$ cat config.mk
export PLATFORM = sky130hd
export DESIGN_NAME = motor_speed_ramp_commander_top
export DESIGN_NICKNAME = d
export VERILOG_FILES = /design/src/rtl/msrc_pkg.sv /design/src/rtl/motor_speed_ramp_commander_top.sv
export SDC_FILE = /design/constraint.sdc
export NUM_CORES = 1
export LEC_CHECK = 0
export ABC_AREA = 1
export BUFFER_PORTS_ARGS = -buffer_cell sky130_fd_sc_hd__buf_2
export CAP_MARGIN = 5
export CORE_MARGIN = 2
export CORE_UTILIZATION = 45
export DETAILED_ROUTE_END_ITERATION = 8
export SLEW_MARGIN = 10
export SYNTH_ARGS = -nofsm -noshare
export SYNTH_HDL_FRONTEND = slang
export SYNTH_SLANG_ARGS = --single-unit
$ cat constraint.sdc
create_clock -name clk_i -period 3.7 [get_ports clk_i]
set_input_delay 0 -clock clk_i [delete_from_list [all_inputs] [get_ports clk_i]]
set_output_delay 0 -clock clk_i [all_outputs]
set_load 0.01 [all_outputs]
$ cat src/rtl/msrc_pkg.sv
package msrc_pkg;

  typedef enum logic [1:0] {
    REQ_CMD    = 2'd0,
    REQ_RAMP   = 2'd1,
    REQ_BLINK  = 2'd2,
    REQ_BUMPER = 2'd3
  } req_type_e;

  typedef enum logic [1:0] {
    HEAD_FWD   = 2'd0,
    HEAD_LEFT  = 2'd1,
    HEAD_BACK  = 2'd2,
    HEAD_RIGHT = 2'd3
  } heading_e;

  localparam logic [7:0] CMD_FWD   = 8'h77; // 'w'
  localparam logic [7:0] CMD_LEFT  = 8'h61; // 'a'
  localparam logic [7:0] CMD_BACK  = 8'h73; // 's'
  localparam logic [7:0] CMD_RIGHT = 8'h64; // 'd'
  localparam logic [7:0] CMD_SPD1  = 8'h31; // '1'
  localparam logic [7:0] CMD_SPD2  = 8'h32; // '2'
  localparam logic [7:0] CMD_SPD3  = 8'h33; // '3'
  localparam logic [7:0] CMD_SPD0  = 8'h71; // 'q'
  localparam logic [7:0] CMD_STOP  = 8'h38; // '8'

  localparam int unsigned CFG_IDX_W  = 3;
  localparam int unsigned CFG_DATA_W = 8;

  localparam logic [CFG_IDX_W-1:0] CFG_SPEED_ONE   = 3'd0;
  localparam logic [CFG_IDX_W-1:0] CFG_SPEED_TWO   = 3'd1;
  localparam logic [CFG_IDX_W-1:0] CFG_SPEED_THREE = 3'd2;
  localparam logic [CFG_IDX_W-1:0] CFG_RAMP_START  = 3'd3;
  localparam logic [CFG_IDX_W-1:0] CFG_BLINK_DELAY = 3'd4;

  localparam logic [7:0] RST_SPEED_ONE   = 8'd50;
  localparam logic [7:0] RST_SPEED_TWO   = 8'd125;
  localparam logic [7:0] RST_SPEED_THREE = 8'd175;
  localparam logic [7:0] RST_RAMP_START  = 8'd10;
  localparam logic [4:0] RST_BLINK_DELAY = 5'd20;

  typedef struct packed {
    logic [1:0] req_type;
    logic [7:0] cmd_byte;
    logic       bumper_left;
    logic       bumper_right;
  } msrc_in_t;

  typedef struct packed {
    logic [7:0] pwm_duty;
    logic       dir_pin_a;
    logic       dir_pin_b;
    logic       blink_left_led;
    logic       blink_right_led;
    logic       ramping;
  } msrc_out_t;

endpackage

$ cat src/rtl/motor_speed_ramp_commander_top.sv
// Two-motor drive controller. Each accepted event (command byte, ramp tick,
// blink tick or bumper sample) updates the speed, heading and blinker state
// and produces exactly one result in the next cycle, held in an output
// register. One event per clock is sustained while the output is not stalled,
// and input stall follows output stall only while a result is waiting.
// Configuration registers are written through a plain write port (index 0..4;
// other indexes are ignored); the user must write them only while no event is
// in flight, since the block itself does not enforce it.
module motor_speed_ramp_commander_top import msrc_pkg::*; (
  input  logic                  clk_i,
  input  logic                  rst_ni,
  input  logic                  cfg_we_i,
  input  logic [CFG_IDX_W-1:0]  cfg_idx_i,
  input  logic [CFG_DATA_W-1:0] cfg_data_i,
  input  logic                  in_valid_i,
  output logic                  in_stall_o,
  input  msrc_in_t              in_data_i,
  output logic                  out_valid_o,
  input  logic                  out_stall_i,
  output msrc_out_t             out_data_o
);

  logic [7:0] speed_one_q, speed_two_q, speed_three_q, ramp_start_q;
  logic [4:0] blink_delay_q;

  logic [7:0] speed_now_q, speed_now_d;
  logic [7:0] speed_goal_q, speed_goal_d;
  logic       pending_q, pending_d;
  heading_e   heading_q, heading_d;
  logic [4:0] blink_cnt_q, blink_cnt_d;
  logic       left_led_q, left_led_d;
  logic       right_led_q, right_led_d;

  logic       out_valid_q;
  msrc_out_t  out_q, out_d;
  logic       accept;

  logic       head_req, goal_req;
  heading_e   head_new;
  logic [7:0] goal_new;
  logic [7:0] ramp_base;

  assign in_stall_o  = out_valid_q & out_stall_i;
  assign accept      = in_valid_i & ~in_stall_o;
  assign out_valid_o = out_valid_q;
  assign out_data_o  = out_q;

  always_ff @(posedge clk_i or negedge rst_ni) begin
    if (!rst_ni) begin
      speed_one_q   <= RST_SPEED_ONE;
      speed_two_q   <= RST_SPEED_TWO;
      speed_three_q <= RST_SPEED_THREE;
      ramp_start_q  <= RST_RAMP_START;
      blink_delay_q <= RST_BLINK_DELAY;
    end else if (cfg_we_i) begin
      case (cfg_idx_i)
        CFG_SPEED_ONE:   speed_one_q   <= cfg_data_i;
        CFG_SPEED_TWO:   speed_two_q   <= cfg_data_i;
        CFG_SPEED_THREE: speed_three_q <= cfg_data_i;
        CFG_RAMP_START:  ramp_start_q  <= cfg_data_i;
        CFG_BLINK_DELAY: blink_delay_q <= cfg_data_i[4:0];
        default: ;
      endcase
    end
  end

  always_comb begin
    speed_now_d  = speed_now_q;
    speed_goal_d = speed_goal_q;
    pending_d    = pending_q;
    heading_d    = heading_q;
    blink_cnt_d  = blink_cnt_q;
    left_led_d   = left_led_q;
    right_led_d  = right_led_q;
    head_req     = 1'b0;
    goal_req     = 1'b0;
    head_new     = HEAD_FWD;
    goal_new     = '0;
    ramp_base    = (speed_now_q == 8'd0) ? ramp_start_q : speed_now_q;

    case (req_type_e'(in_data_i.req_type))
      REQ_CMD: begin
        case (in_data_i.cmd_byte)
          CMD_FWD:   begin head_req = 1'b1; head_new = HEAD_FWD;   end
          CMD_LEFT:  begin head_req = 1'b1; head_new = HEAD_LEFT;  end
          CMD_BACK:  begin head_req = 1'b1; head_new = HEAD_BACK;  end
          CMD_RIGHT: begin head_req = 1'b1; head_new = HEAD_RIGHT; end
          CMD_SPD1:  begin goal_req = 1'b1; goal_new = speed_one_q;   end
          CMD_SPD2:  begin goal_req = 1'b1; goal_new = speed_two_q;   end
          CMD_SPD3:  begin goal_req = 1'b1; goal_new = speed_three_q; end
          CMD_SPD0:  begin goal_req = 1'b1; goal_new = 8'd0;          end
          CMD_STOP: begin
            speed_now_d  = 8'd0;
            speed_goal_d = 8'd0;
          end
          default: ;
        endcase
      end
      REQ_RAMP: begin
        if (pending_q && speed_now_q != speed_goal_q) begin
          if (speed_now_q > speed_goal_q) begin
            speed_now_d = speed_now_q - 8'd1;
          end else if (ramp_base != 8'hFF) begin
            speed_now_d = ramp_base + 8'd1;
          end else begin
            speed_now_d = ramp_base;
          end
        end
        if (pending_q) begin
          pending_d = (speed_now_d != speed_goal_q);
        end
      end
      REQ_BLINK: begin
        if (blink_cnt_q != 5'd31) begin
          blink_cnt_d = blink_cnt_q + 5'd1;
        end
        if (blink_cnt_d > blink_delay_q) begin
          case (heading_q)
            HEAD_LEFT: begin
              left_led_d  = ~left_led_q;
              right_led_d = 1'b0;
            end
            HEAD_RIGHT: begin
              left_led_d  = 1'b0;
              right_led_d = ~right_led_q;
            end
            default: begin
              left_led_d  = 1'b0;
              right_led_d = 1'b0;
            end
          endcase
        end
      end
      REQ_BUMPER: begin
        if (in_data_i.bumper_right) begin
          head_req = 1'b1;
          head_new = HEAD_LEFT;
          goal_req = 1'b1;
          goal_new = speed_one_q;
        end else if (in_data_i.bumper_left) begin
          head_req = 1'b1;
          head_new = HEAD_RIGHT;
          goal_req = 1'b1;
          goal_new = speed_one_q;
        end
      end
      default: ;
    endcase

    if (head_req && head_new != heading_q) begin
      heading_d   = head_new;
      blink_cnt_d = blink_delay_q;
    end
    if (goal_req && goal_new != speed_goal_q) begin
      speed_goal_d = goal_new;
      pending_d    = 1'b1;
    end

    out_d.pwm_duty        = speed_now_d;
    out_d.dir_pin_a       = (heading_d == HEAD_LEFT) || (heading_d == HEAD_BACK);
    out_d.dir_pin_b       = (heading_d == HEAD_RIGHT) || (heading_d == HEAD_BACK);
    out_d.blink_left_led  = left_led_d;
    out_d.blink_right_led = right_led_d;
    out_d.ramping         = pending_d;
  end

  always_ff @(posedge clk_i or negedge rst_ni) begin
    if (!rst_ni) begin
      speed_now_q  <= '0;
      speed_goal_q <= '0;
      pending_q    <= 1'b0;
      heading_q    <= HEAD_FWD;
      blink_cnt_q  <= '0;
      left_led_q   <= 1'b0;
      right_led_q  <= 1'b0;
      out_valid_q  <= 1'b0;
    end else begin
      if (accept) begin
        speed_now_q  <= speed_now_d;
        speed_goal_q <= speed_goal_d;
        pending_q    <= pending_d;
        heading_q    <= heading_d;
        blink_cnt_q  <= blink_cnt_d;
        left_led_q   <= left_led_d;
        right_led_q  <= right_led_d;
        out_valid_q  <= 1'b1;
      end else if (!out_stall_i) begin
        out_valid_q  <= 1'b0;
      end
    end
  end

  always_ff @(posedge clk_i) begin
    if (accept) begin
      out_q <= out_d;
    end
  end

endmodule

==> out/results.ini <==
[status]
outcome=complete, no violations

[synth]
yosys-top-cells-area=dfrtp_1 23%, nand2_1 18%, dfstp_2 10%
yosysWarnings=0
synth-edff-count=13
synth.avg_cell_area_um2=7.357
yosysMostFrequentCell=nand2_1
synth_commonest_cells=235 x nand2_1, 77 x inv_1, 74 x o21ai_0
yosys.area.top_type=dfrtp_1
synthCells=667
synthFlopType=dfrtp_1
syn_area_um2=4907
synth_seq_cells=77
yosysSeqAreaShare_pct=41.08
synth_cell_types=41
syn_nets=716
yosysTopAreaCellShare_pct=22.95
synthArstFlopShare_pct=83.12

[clock_network]
clk_pin_slew_ps=90
clk_path_buf_depth=2
cts.htree.levels=3
cts_tree=yes
numClockSinks=77
cts_buffers=9
cts_resized=0
cts_setup_buffers=0
hold_buffers=6
clock_latency_ps=360
clockRootBuffer=clkbuf_8

[final_layout]
fill_cells=1117
layout-area-overhead-vs-synth_pct=12.70
antenna_cells=0
final_nets=766
layout-drive-gt1-share_pct=15.79
fin_cells=862

[route]
viasPerCell=5.181
vias=4466
drt_iter0_drc=189
wl_per_cell_um=13.88
totalWireLength_mm=11.97
ant_nets=0
drc=0
drt_pre_antenna_iters=4

[sta]
tightestPinTransition_ps=781.4
hold_viol_final=0
min_period_ps=3126
setup_viol=0
rsz0062_at_grt=no
fin_hold_ws_ps=24.00
max_freq_mhz=319.9
slew_headroom_pct=47.91
drv_slew=0
finalClockSkew_ps=10.80
finalCritPeriodShare_pct=84.48
tns_ps=0
finalWorstSetupSlack_ps=574.4

[floorplanning]
die_h_um=108.4
start_util_pct=45.67
dieArea_um2=11760
die-width_um=108.4
core-area_um2=10750
ios=43
floorplan.rows=38

[power]
p_leak_nw=2.746
powerDensity_nw_per_um2=685.8
ir_worst_vdd_mv=0.2409
p_total_mw=3.793

[global_route]
antenna_found_initial=0
grt_max_degree=40
grt_overflow=0
grt_pass1_wl_mm=20.57
track_usage_pct=22.24
grt_pass1_vias=4245

[setup_path]
path_buf_inv=2
crit_fanout=8
crit_top_cell=nand2_1
path_class=reg -> reg
critPathLaunchType=register
crit_family=simple AND/OR/NAND/NOR gates
cp_cell_sequence=inv_1, ha_1, nand3_2, nor2_4, nand2_1, o21ai_0, inv_1, ha_1, or2_2, nand2_1, nand3_1, nand2_1, nand2_1, nand2_1, nand2_1, nand2_1, nand2_1, nor2_1, nand3_1, nand2_1, nand2_1
required_ps=3810
setup.worst_path.end_class=register
slowest_delay_ps=400
cp.arrival_ps=3240
crit_path_top_delay_cell=dfrtp_1

[placed_design]
pre_cts_ws_ps=602.5
io_buffers=42
placedCellCount=840
dp_hpwl_mm=9.204
gp_congestion=0.8867

[worst_hold_path]
hold_path.class=in -> reg

[flow_run]
drv_cap=0

metrics by stage:
stage | area [µm²] | util, %
floorplan | 4907 | -
global placement | 5255 | 48.91
detailed placement | 5255 | 48.91
CTS | 5530 | 51.47
global route | 5530 | 51.47
finish | 5530 | 51.47
cell usage in the layout (no fill, tap or decap), drive strengths merged, types with 6 or more instances in the layout:
cell type    synthesis  final
o31ai                6      6
dlygate4sd3          0      6
nand4                7      7
nor2                31     31
o21ai               77     77
clkbuf               6     10
nand3               55     55
a21oi               15     15
dfstp               19     19
inv                 82     85
dfrtp               45     45
xor2                14     14
edfxtp              13     13
ha                  21     21
buf                  6     45
nand2              249    249
worst register-to-register path: cells and delay by family (launching register included):
family	cells	cell delay [ps]
flops	1	400
buf+inv	2	300
fa+ha+maj	2	460
compound gates	1	200
simple gates	16	1520
layout make-up:
type | count | area, µm² | share of cell area, %
Clock buffer | 10 | 148.9 | 2.692
Timing Repair Buffer | 51 | 292.8 | 5.294
Multi-Input combinational cell | 494 | 2516 | 45.50
Tap cell | 140 | 175.2 | 3.167
Sequential cell | 77 | 2016 | 36.45
Inverter | 84 | 315.3 | 5.701
Clock inverter | 6 | 66.31 | 1.199
flip-flops by register name (all words and copies together) (netlist names):
register,flops
out_data_o,13
left_led_q,1
speed_three_q,8
heading_q,2
ramp_start_q,8
out_valid_o,1
speed_one_q,8
right_led_q,1
speed_goal_q,8
blink_cnt_q,5
speed_two_q,8
blink_delay_q,5
speed_now_q,8
pending_q,1
per-layer routing:
metal	track usage, %	up-vias	wire (µm)
li1	-	2265	-
met1	30.61	2076	5639
met2	36.21	106	5533
met3	3.134	19	585
met4	7.051	0	208
met5	0	-	0
final timing paths:
check	startpoint	slack, ps	depth (start not counted)	endpoint
min in group asynchronous	rst_ni	250	2	blink_cnt_q[4]
max in group asynchronous	rst_ni	2520	3	speed_two_q[4]
max reg2reg	speed_now_q[1]	570	21	out_data_o[0]
max	speed_now_q[1]	570	21	out_data_o[0]
min	cfg_data_i[1]	20	3	ramp_start_q[1]
min reg2reg	blink_delay_q[1]	490	2	blink_delay_q[1]
where the power goes:
| part | leakage (nW) | switching [mW] | internal [mW] |
|---|---|---|---|
| logic | 1.74 | 1.19 | 0.646 |
| registers | 0.898 | 0.147 | 1.11 |
| clock network | 0.109 | 0.348 | 0.357 |
| total | 2.75 | 1.68 | 2.11 |
cells by family (layout without fill, tap and decap cells):
group	after synthesis	after routing	synth area share, %
DFF	77	77	41.08
AOI/OAI and AO/OA	110	110	12.26
and+or+nand+nor	348	348	30.98
buffers and inverters	96	151	7.649
adders and majority gates	21	21	5.354
xor gates and xnor gates	15	15	2.677
Note: power is estimated with default switching activity, not from simulation.
